## src/rtl/core/dpoc_pkg.sv

```systemverilog
// Package for the DNA pattern occurrence counter core.
// Holds field widths, register indexes, parameter defaults and the cell control struct.
// No dependencies; imported by dpoc_cell, dpoc_checker and the top level.
`timescale 1ns / 1ps
`default_nettype none

package dpoc_pkg;

  localparam int SYM_W         = 2;
  localparam int LEN_W         = 8;
  localparam int CFG_IDX_W     = 3;
  localparam int CFG_DATA_W    = 64;
  localparam int SYMS_PER_WORD = CFG_DATA_W / SYM_W;
  localparam int NUM_WORDS     = 4;
  localparam int IN_DATA_W     = 8;

  localparam int DEF_MAX_PATTERN = 128;
  localparam int DEF_COUNT_WIDTH = 20;

  localparam logic [CFG_IDX_W-1:0] REG_LENGTH = 3'd0;
  localparam logic [CFG_IDX_W-1:0] REG_WORD0  = 3'd1;

  typedef struct packed {
    logic advance;  // item accepted: window shifts by one cell
    logic flush;    // accepted item is the last one: window clears
    logic load;     // load reversed pattern into the cells
    logic align;    // shift aligned pattern one cell toward cell 0
  } cell_ctl_t;

endpackage

`default_nettype wire

```

## src/rtl/core/dpoc_cell.sv

```systemverilog
// One cell of the match row: holds one window symbol and one aligned pattern symbol.
// Depends on dpoc_pkg for widths and the cell control struct.
`timescale 1ns / 1ps
`default_nettype none

module dpoc_cell (
  input  wire logic                        clk,
  input  wire logic                        rst,
  input  wire dpoc_pkg::cell_ctl_t         ctl,
  input  wire logic [dpoc_pkg::SYM_W-1:0]  win_in,
  input  wire logic [dpoc_pkg::SYM_W-1:0]  pat_in,
  input  wire logic [dpoc_pkg::SYM_W-1:0]  load_sym,
  input  wire logic                        en,
  output logic      [dpoc_pkg::SYM_W-1:0]  win,
  output logic      [dpoc_pkg::SYM_W-1:0]  pat,
  output logic                             ok
);
  import dpoc_pkg::*;

  always_ff @(posedge clk) begin
    if (rst) begin
      win <= '0;
      pat <= '0;
    end else begin
      if (ctl.advance) begin
        win <= ctl.flush ? '0 : win_in;
      end
      if (ctl.load) begin
        pat <= load_sym;
      end else if (ctl.align) begin
        pat <= pat_in;
      end
    end
  end

  // compare against the symbol this cell holds once the item has shifted in
  assign ok = !en || (win_in == pat);

endmodule

`default_nettype wire

```

## src/rtl/core/dna_pattern_occurrence_counter_core.sv

```systemverilog
// A result is registered into the m_axis output register, or into the skid entry while
//   m_axis stalls. Throughput: one item per cycle while m_axis keeps up; a two-entry output
//   buffer keeps s_axis open while a result waits. After each configuration write s_axis
//   stalls while the reversed pattern loads and shifts into place.
// Reset (rst, synchronous): window, symbol and hit counts clear, pattern_length = 1,
//   pattern symbols zero. Depends on dpoc_pkg and dpoc_cell.
`timescale 1ns / 1ps
`default_nettype none

module dna_pattern_occurrence_counter_core #(
  parameter int MAX_PATTERN = dpoc_pkg::DEF_MAX_PATTERN,
  parameter int COUNT_WIDTH = dpoc_pkg::DEF_COUNT_WIDTH,
  localparam int OUT_W      = ((1 + COUNT_WIDTH + 7) / 8) * 8
) (
  input  wire logic                             clk,
  input  wire logic                             rst,
  input  wire logic                             s_axis_tvalid,
  output logic                                  s_axis_tready,
  input  wire logic [dpoc_pkg::IN_DATA_W-1:0]   s_axis_tdata,  // [1:0] symbol
  input  wire logic                             s_axis_tlast,  // last_symbol
  output logic                                  m_axis_tvalid,
  input  wire logic                             m_axis_tready,
  output logic      [OUT_W-1:0]                 m_axis_tdata,  // [0] hit, then match_count
  output logic                                  m_axis_tlast,  // sequence_done
  input  wire logic                             cfg_valid,
  output logic                                  cfg_ready,
  input  wire logic [dpoc_pkg::CFG_IDX_W-1:0]   cfg_index,
  input  wire logic [dpoc_pkg::CFG_DATA_W-1:0]  cfg_data
);
  import dpoc_pkg::*;

  localparam int SEEN_W = $clog2(MAX_PATTERN + 1);

  logic                   cfg_fire;
  logic                   in_fire;
  logic [LEN_W-1:0]       len_reg;
  logic                   len_ok;
  logic [SYM_W-1:0]       pat_sym  [MAX_PATTERN];
  logic [SYM_W-1:0]       win_q    [MAX_PATTERN];
  logic [SYM_W-1:0]       pat_q    [MAX_PATTERN];
  logic [MAX_PATTERN-1:0] cell_ok;
  cell_ctl_t              ctl;

  logic                   pend;
  logic [SEEN_W-1:0]      rem;
  logic                   busy;

  logic [SEEN_W-1:0]      seen;
  logic [SEEN_W-1:0]      seen_next;
  logic [COUNT_WIDTH-1:0] total;
  logic [COUNT_WIDTH-1:0] total_next;
  logic                   hit;

  logic                   o_valid;
  logic                   o_hit;
  logic [COUNT_WIDTH-1:0] o_count;
  logic                   o_last;
  logic                   s_valid;
  logic                   s_hit;
  logic [COUNT_WIDTH-1:0] s_count;
  logic                   s_last;
  logic                   pop;

  assign cfg_ready = 1'b1;
  assign cfg_fire  = cfg_valid && cfg_ready;

  // configuration registers
  always_ff @(posedge clk) begin
    if (rst) begin
      len_reg <= LEN_W'(1);
    end else if (cfg_fire && cfg_index == REG_LENGTH) begin
      len_reg <= cfg_data[LEN_W-1:0];
    end
  end

  for (genvar p = 0; p < MAX_PATTERN; p++) begin : g_pat
    localparam int WORD = p / SYMS_PER_WORD;
    localparam int POS  = p % SYMS_PER_WORD;
    if (WORD < NUM_WORDS) begin : g_reg
      always_ff @(posedge clk) begin
        if (rst) begin
          pat_sym[p] <= '0;
        end else if (cfg_fire && cfg_index == CFG_IDX_W'(32'(REG_WORD0) + WORD)) begin
          pat_sym[p] <= cfg_data[SYM_W*POS +: SYM_W];
        end
      end
    end else begin : g_none
      assign pat_sym[p] = '0;
    end
  end

  assign len_ok = (len_reg != '0) && (32'(len_reg) <= MAX_PATTERN);

  // pattern alignment: load reversed, then shift down by MAX_PATTERN - length
  always_ff @(posedge clk) begin
    if (rst) begin
      pend <= 1'b0;
      rem  <= '0;
    end else if (cfg_fire) begin
      pend <= 1'b1;
    end else if (pend) begin
      pend <= 1'b0;
      rem  <= len_ok ? SEEN_W'(MAX_PATTERN - 32'(len_reg)) : '0;
    end else if (rem != '0) begin
      rem <= rem - 1'b1;
    end
  end

  assign busy          = pend || (rem != '0);
  assign s_axis_tready = !s_valid && !busy;
  assign in_fire       = s_axis_tvalid && s_axis_tready;

  always_comb begin
    ctl.advance = in_fire;
    ctl.flush   = s_axis_tlast;
    ctl.load    = pend;
    ctl.align   = !pend && (rem != '0);
  end

  for (genvar i = 0; i < MAX_PATTERN; i++) begin : g_cell
    logic [SYM_W-1:0] w_in;
    logic [SYM_W-1:0] p_in;
    if (i == 0) begin : g_head
      assign w_in = s_axis_tdata[SYM_W-1:0];
    end else begin : g_mid
      assign w_in = win_q[i-1];
    end
    if (i == MAX_PATTERN - 1) begin : g_tail
      assign p_in = '0;
    end else begin : g_body
      assign p_in = pat_q[i+1];
    end
    dpoc_cell u_cell (
      .clk      (clk),
      .rst      (rst),
      .ctl      (ctl),
      .win_in   (w_in),
      .pat_in   (p_in),
      .load_sym (pat_sym[MAX_PATTERN-1-i]),
      .en       (32'(len_reg) > i),
      .win      (win_q[i]),
      .pat      (pat_q[i]),
      .ok       (cell_ok[i])
    );
  end

  // sequence counters
  always_comb begin
    seen_next  = (seen == SEEN_W'(MAX_PATTERN)) ? seen : seen + 1'b1;
    hit        = len_ok && (32'(seen_next) >= 32'(len_reg)) && (&cell_ok);
    total_next = (hit && total != '1) ? total + 1'b1 : total;
  end

  always_ff @(posedge clk) begin
    if (rst) begin
      seen  <= '0;
      total <= '0;
    end else if (in_fire) begin
      seen  <= s_axis_tlast ? '0 : seen_next;
      total <= s_axis_tlast ? '0 : total_next;
    end
  end

  // output register with skid entry
  assign pop = o_valid && m_axis_tready;

  always_ff @(posedge clk) begin
    if (rst) begin
      o_valid <= 1'b0;
      s_valid <= 1'b0;
    end else begin
      if (!o_valid || pop) begin
        if (s_valid) begin
          o_valid <= 1'b1;
          s_valid <= 1'b0;
        end else begin
          o_valid <= in_fire;
        end
      end else if (in_fire) begin
        s_valid <= 1'b1;
      end
    end
  end

  always_ff @(posedge clk) begin
    if (!o_valid || pop) begin
      if (s_valid) begin
        o_hit   <= s_hit;
        o_count <= s_count;
        o_last  <= s_last;
      end else begin
        o_hit   <= hit;
        o_count <= total_next;
        o_last  <= s_axis_tlast;
      end
    end else if (in_fire) begin
      s_hit   <= hit;
      s_count <= total_next;
      s_last  <= s_axis_tlast;
    end
  end

  assign m_axis_tvalid = o_valid;
  assign m_axis_tlast  = o_last;

  always_comb begin
    m_axis_tdata                = '0;
    m_axis_tdata[0]             = o_hit;
    m_axis_tdata[COUNT_WIDTH:1] = o_count;
  end

endmodule

`default_nettype wire

```

## config.mk

```make
export PLATFORM = sky130hd
export DESIGN_NAME = dna_pattern_occurrence_counter_core
export DESIGN_NICKNAME = d
export VERILOG_FILES = /design/src/rtl/core/dpoc_pkg.sv /design/src/rtl/core/dpoc_cell.sv /design/src/rtl/core/dna_pattern_occurrence_counter_core.sv
export SDC_FILE = /design/constraint.sdc
export NUM_CORES = 2
export LEC_CHECK = 0
export ABC_AREA = 0
export BUFFER_PORTS_ARGS = -buffer_cell sky130_fd_sc_hd__buf_4
export CAP_MARGIN = 15
export CORE_MARGIN = 5
export CORE_UTILIZATION = 28
export CTS_BUF_LIST = sky130_fd_sc_hd__clkbuf_8
export CTS_CLUSTER_SIZE = 25
export DETAILED_ROUTE_END_ITERATION = 8
export PLACE_DENSITY_LB_ADDON = 0.3
export SYNTH_ARGS = -nofsm -noshare
export SYNTH_HDL_FRONTEND = slang
export SYNTH_HIERARCHICAL = 1
export SYNTH_SLANG_ARGS = --single-unit
```

## constraint.sdc

```tcl
create_clock -name clk -period 28.3 [get_ports clk]
set_input_delay 1.415 -clock clk [delete_from_list [all_inputs] [get_ports clk]]
set_output_delay 1.415 -clock clk [all_outputs]
set_load 0.02 [all_outputs]
```

==> metrics.md <==
| Metric | Value |
|---|---|
| Outcome | `complete, no violations` |
| # port buffers | `a little under 100` |
| Design Power | `a little over 3 mW` |
| Hold buffers post-CTS | `0` |
| Starting Density | `0.281` |
| Area growth from synthesis to layout | `15.8%` |
| Cells after synthesis | `roughly 3.9k` |
| Post-cts resize count | `0` |
| Iter 0 DRT Violations | `2163` |
| # rows | `139` |
| Clk buf depth | `3` |
| Routability congestion estimate | `0.912` |
| Post-CTS Setup Bufs | `0` |
| CP Capture Type | `flop` |
| CP arrival | `6.99 ns` |
| DRC viols | `0` |
| Vias | `29.9k` |
| Synthesis Warnings | `6` |
| First-pass GRT wire length | `between 150000 and 200000 um` |
| Root Driver | `clkbuf_8` |
| Commonest non-fill, non-tap cell in the layout | `dfxtp_1` |
| Fmax | `~0.16 GHz` |
| Die X | `a little under 400 um` |
| Fillcell total | `between 10k and 15k` |
| TritonCTS clock tree | `built` |
| Clock latency at the later pin of the worst-skew pair | `0.86 ns` |
| Total Negative Setup Slacks | `0 ns` |
| Core area | `~140000 um^2` |
| Pre-antenna DRT Iters | `8` |
| Chip height | `389 um` |
| Part of the cycle the worst path needs | `0.227` |
| Post-placement cell count | `5870` |
| Hold WC Path Type | `reg -> reg` |
| Fin area | `46500 um^2` |
| Critical path type | `reg -> reg` |
| Final Hold Viols | `0` |
| Die area | `151000 um^2` |
| Post-synthesis average cell area | `a little over 10 um^2` |
| GR Overflow Total | `0` |
| Layout cells sized above 1 | `0.0945` |
| Final Util | `0.325` |
| Max-slew violation count | `0` |
| Clk pin slew, worst setup/hold paths | `0.06 ns` |
| Total GRT Usage | `0.160` |
| Post-route minimum period | `6.41 ns` |
| Commonest non-fill, non-tap cells in the layout | `556 x dfxtp_1, 329 x a21oi_1, 300 x edfxtp_1` |
| Initial antenna violation count | `4` |
| WP data required | `28.88 ns` |
| Final setup fails | `0` |
| CP Max Fanout | `37` |
| Detail Route Antenna Nets | `0` |
| Clock sinks | `857` |
| Final instance count without filler cells | `6164` |
| Total of max-cap violations | `0` |
| Crit path launch type | `flop` |
| Placed Area | `between 40000 and 50000 um^2` |
| CTS H-tree lvls | `4` |
| Slew @ Worst Pin | `between 1 and 1.5 ns` |
| RSZ-0062 raised after global routing | `false` |
| Vias in the first global route | `between 20k and 30k` |
| Top Registers | `g_cell.u_cell/pat: 256 flops, pat_sym: 256 flops, g_cell.u_cell/win: 254 flops` |
| Synth Cell Area | `40100 um^2` |
| Io pins | `109` |
| DPL Wire Length | `about 80000 um` |
| Largest net degree at the start of global routing | `193` |
| Relative slew margins | `0.188` |
| Clock buffer count from CTS | `155` |
| Layout Skew | `0.0317 ns` |
| Power density over the cells | `between 60 and 70 nW/um^2` |
| DRT Wirelength | `124000 um` |
| Nets | `~4.2k` |
| Via density | `4.86` |
| Wirelength per Cell | `20.2 um` |
| Lkg Pwr | `17.9 nW` |
| Max IR drop VDD | `53.7 uV` |
[layout make-up]
type / count / area, um^2 / area share
clock inverters: 108 / 577 / 0.0124
multi-input cells: 2799 / 19100 / 0.411
diodes: 5 / 12.5 / 0.000269
inverters: 162 / 616 / 0.0132
well taps: 1903 / 2380 / 0.0512
flip-flops and latches: 857 / 20200 / 0.434
repair buffers: 150 / 1160 / 0.0250
clock buffers: 180 / 2480 / 0.0533
[layer usage]
layer | part of all wire | vias to the layer above | global-route usage
met4 | 0.026 | 0 | 0.0495
met5 | 0 | - | 0
met2 | 0.47 | 720 | 0.262
met3 | 0.049 | 197 | 0.0296
li1 | - | 14400 | -
met1 | 0.46 | 14600 | 0.214
[power by group]
group	leakage (nW)	switching [mW]	internal, mW
logic	8.73	0.275	0.196
registers	7.44	0.0655	1.35
clock network	1.78	0.545	0.610
total	17.9	0.886	2.16
[metrics by stage]
step,setup WS [ns],hold slack [ns]
final,21.89,0.484
after detailed placement,22.06,0.473
after CTS,22.02,0.484
after global routing,21.93,0.510
after global placement,22.07,0.471
after floorplan,5.21,0.452
[worst max-delay path, cell delays in order (launching register included)]
cell	delay, ns
dfxtp_1	0.53
inv_1	0.37
ha_1	0.51
nor2_1	0.19
a21oi_1	0.87
o21ai_0	0.35
o21ai_0	0.27
nand4_1	0.22
nor4_1	0.97
nand4_1	0.33
nor4_4	0.28
buf_4	0.40
nand2_1	0.20
mux2_2	0.33
mux2_2	0.27
[final timing paths]
check	start	endpoint	slack, ns	cells after the start
max	len_reg[0]$_SDFFE_PP1P_	o_count[1]$_DFFE_PP_	21.89	14
max reg2reg	len_reg[0]$_SDFFE_PP1P_	o_count[1]$_DFFE_PP_	21.89	14
min reg2reg	g_cell[126].u_cell/win[0]$_SDFFE_PP0P_	g_cell[126].u_cell/win[0]$_SDFFE_PP0P_	0.48	2
min	g_cell[126].u_cell/win[0]$_SDFFE_PP0P_	g_cell[126].u_cell/win[0]$_SDFFE_PP0P_	0.48	2
(Power assumes the default switching activity.)
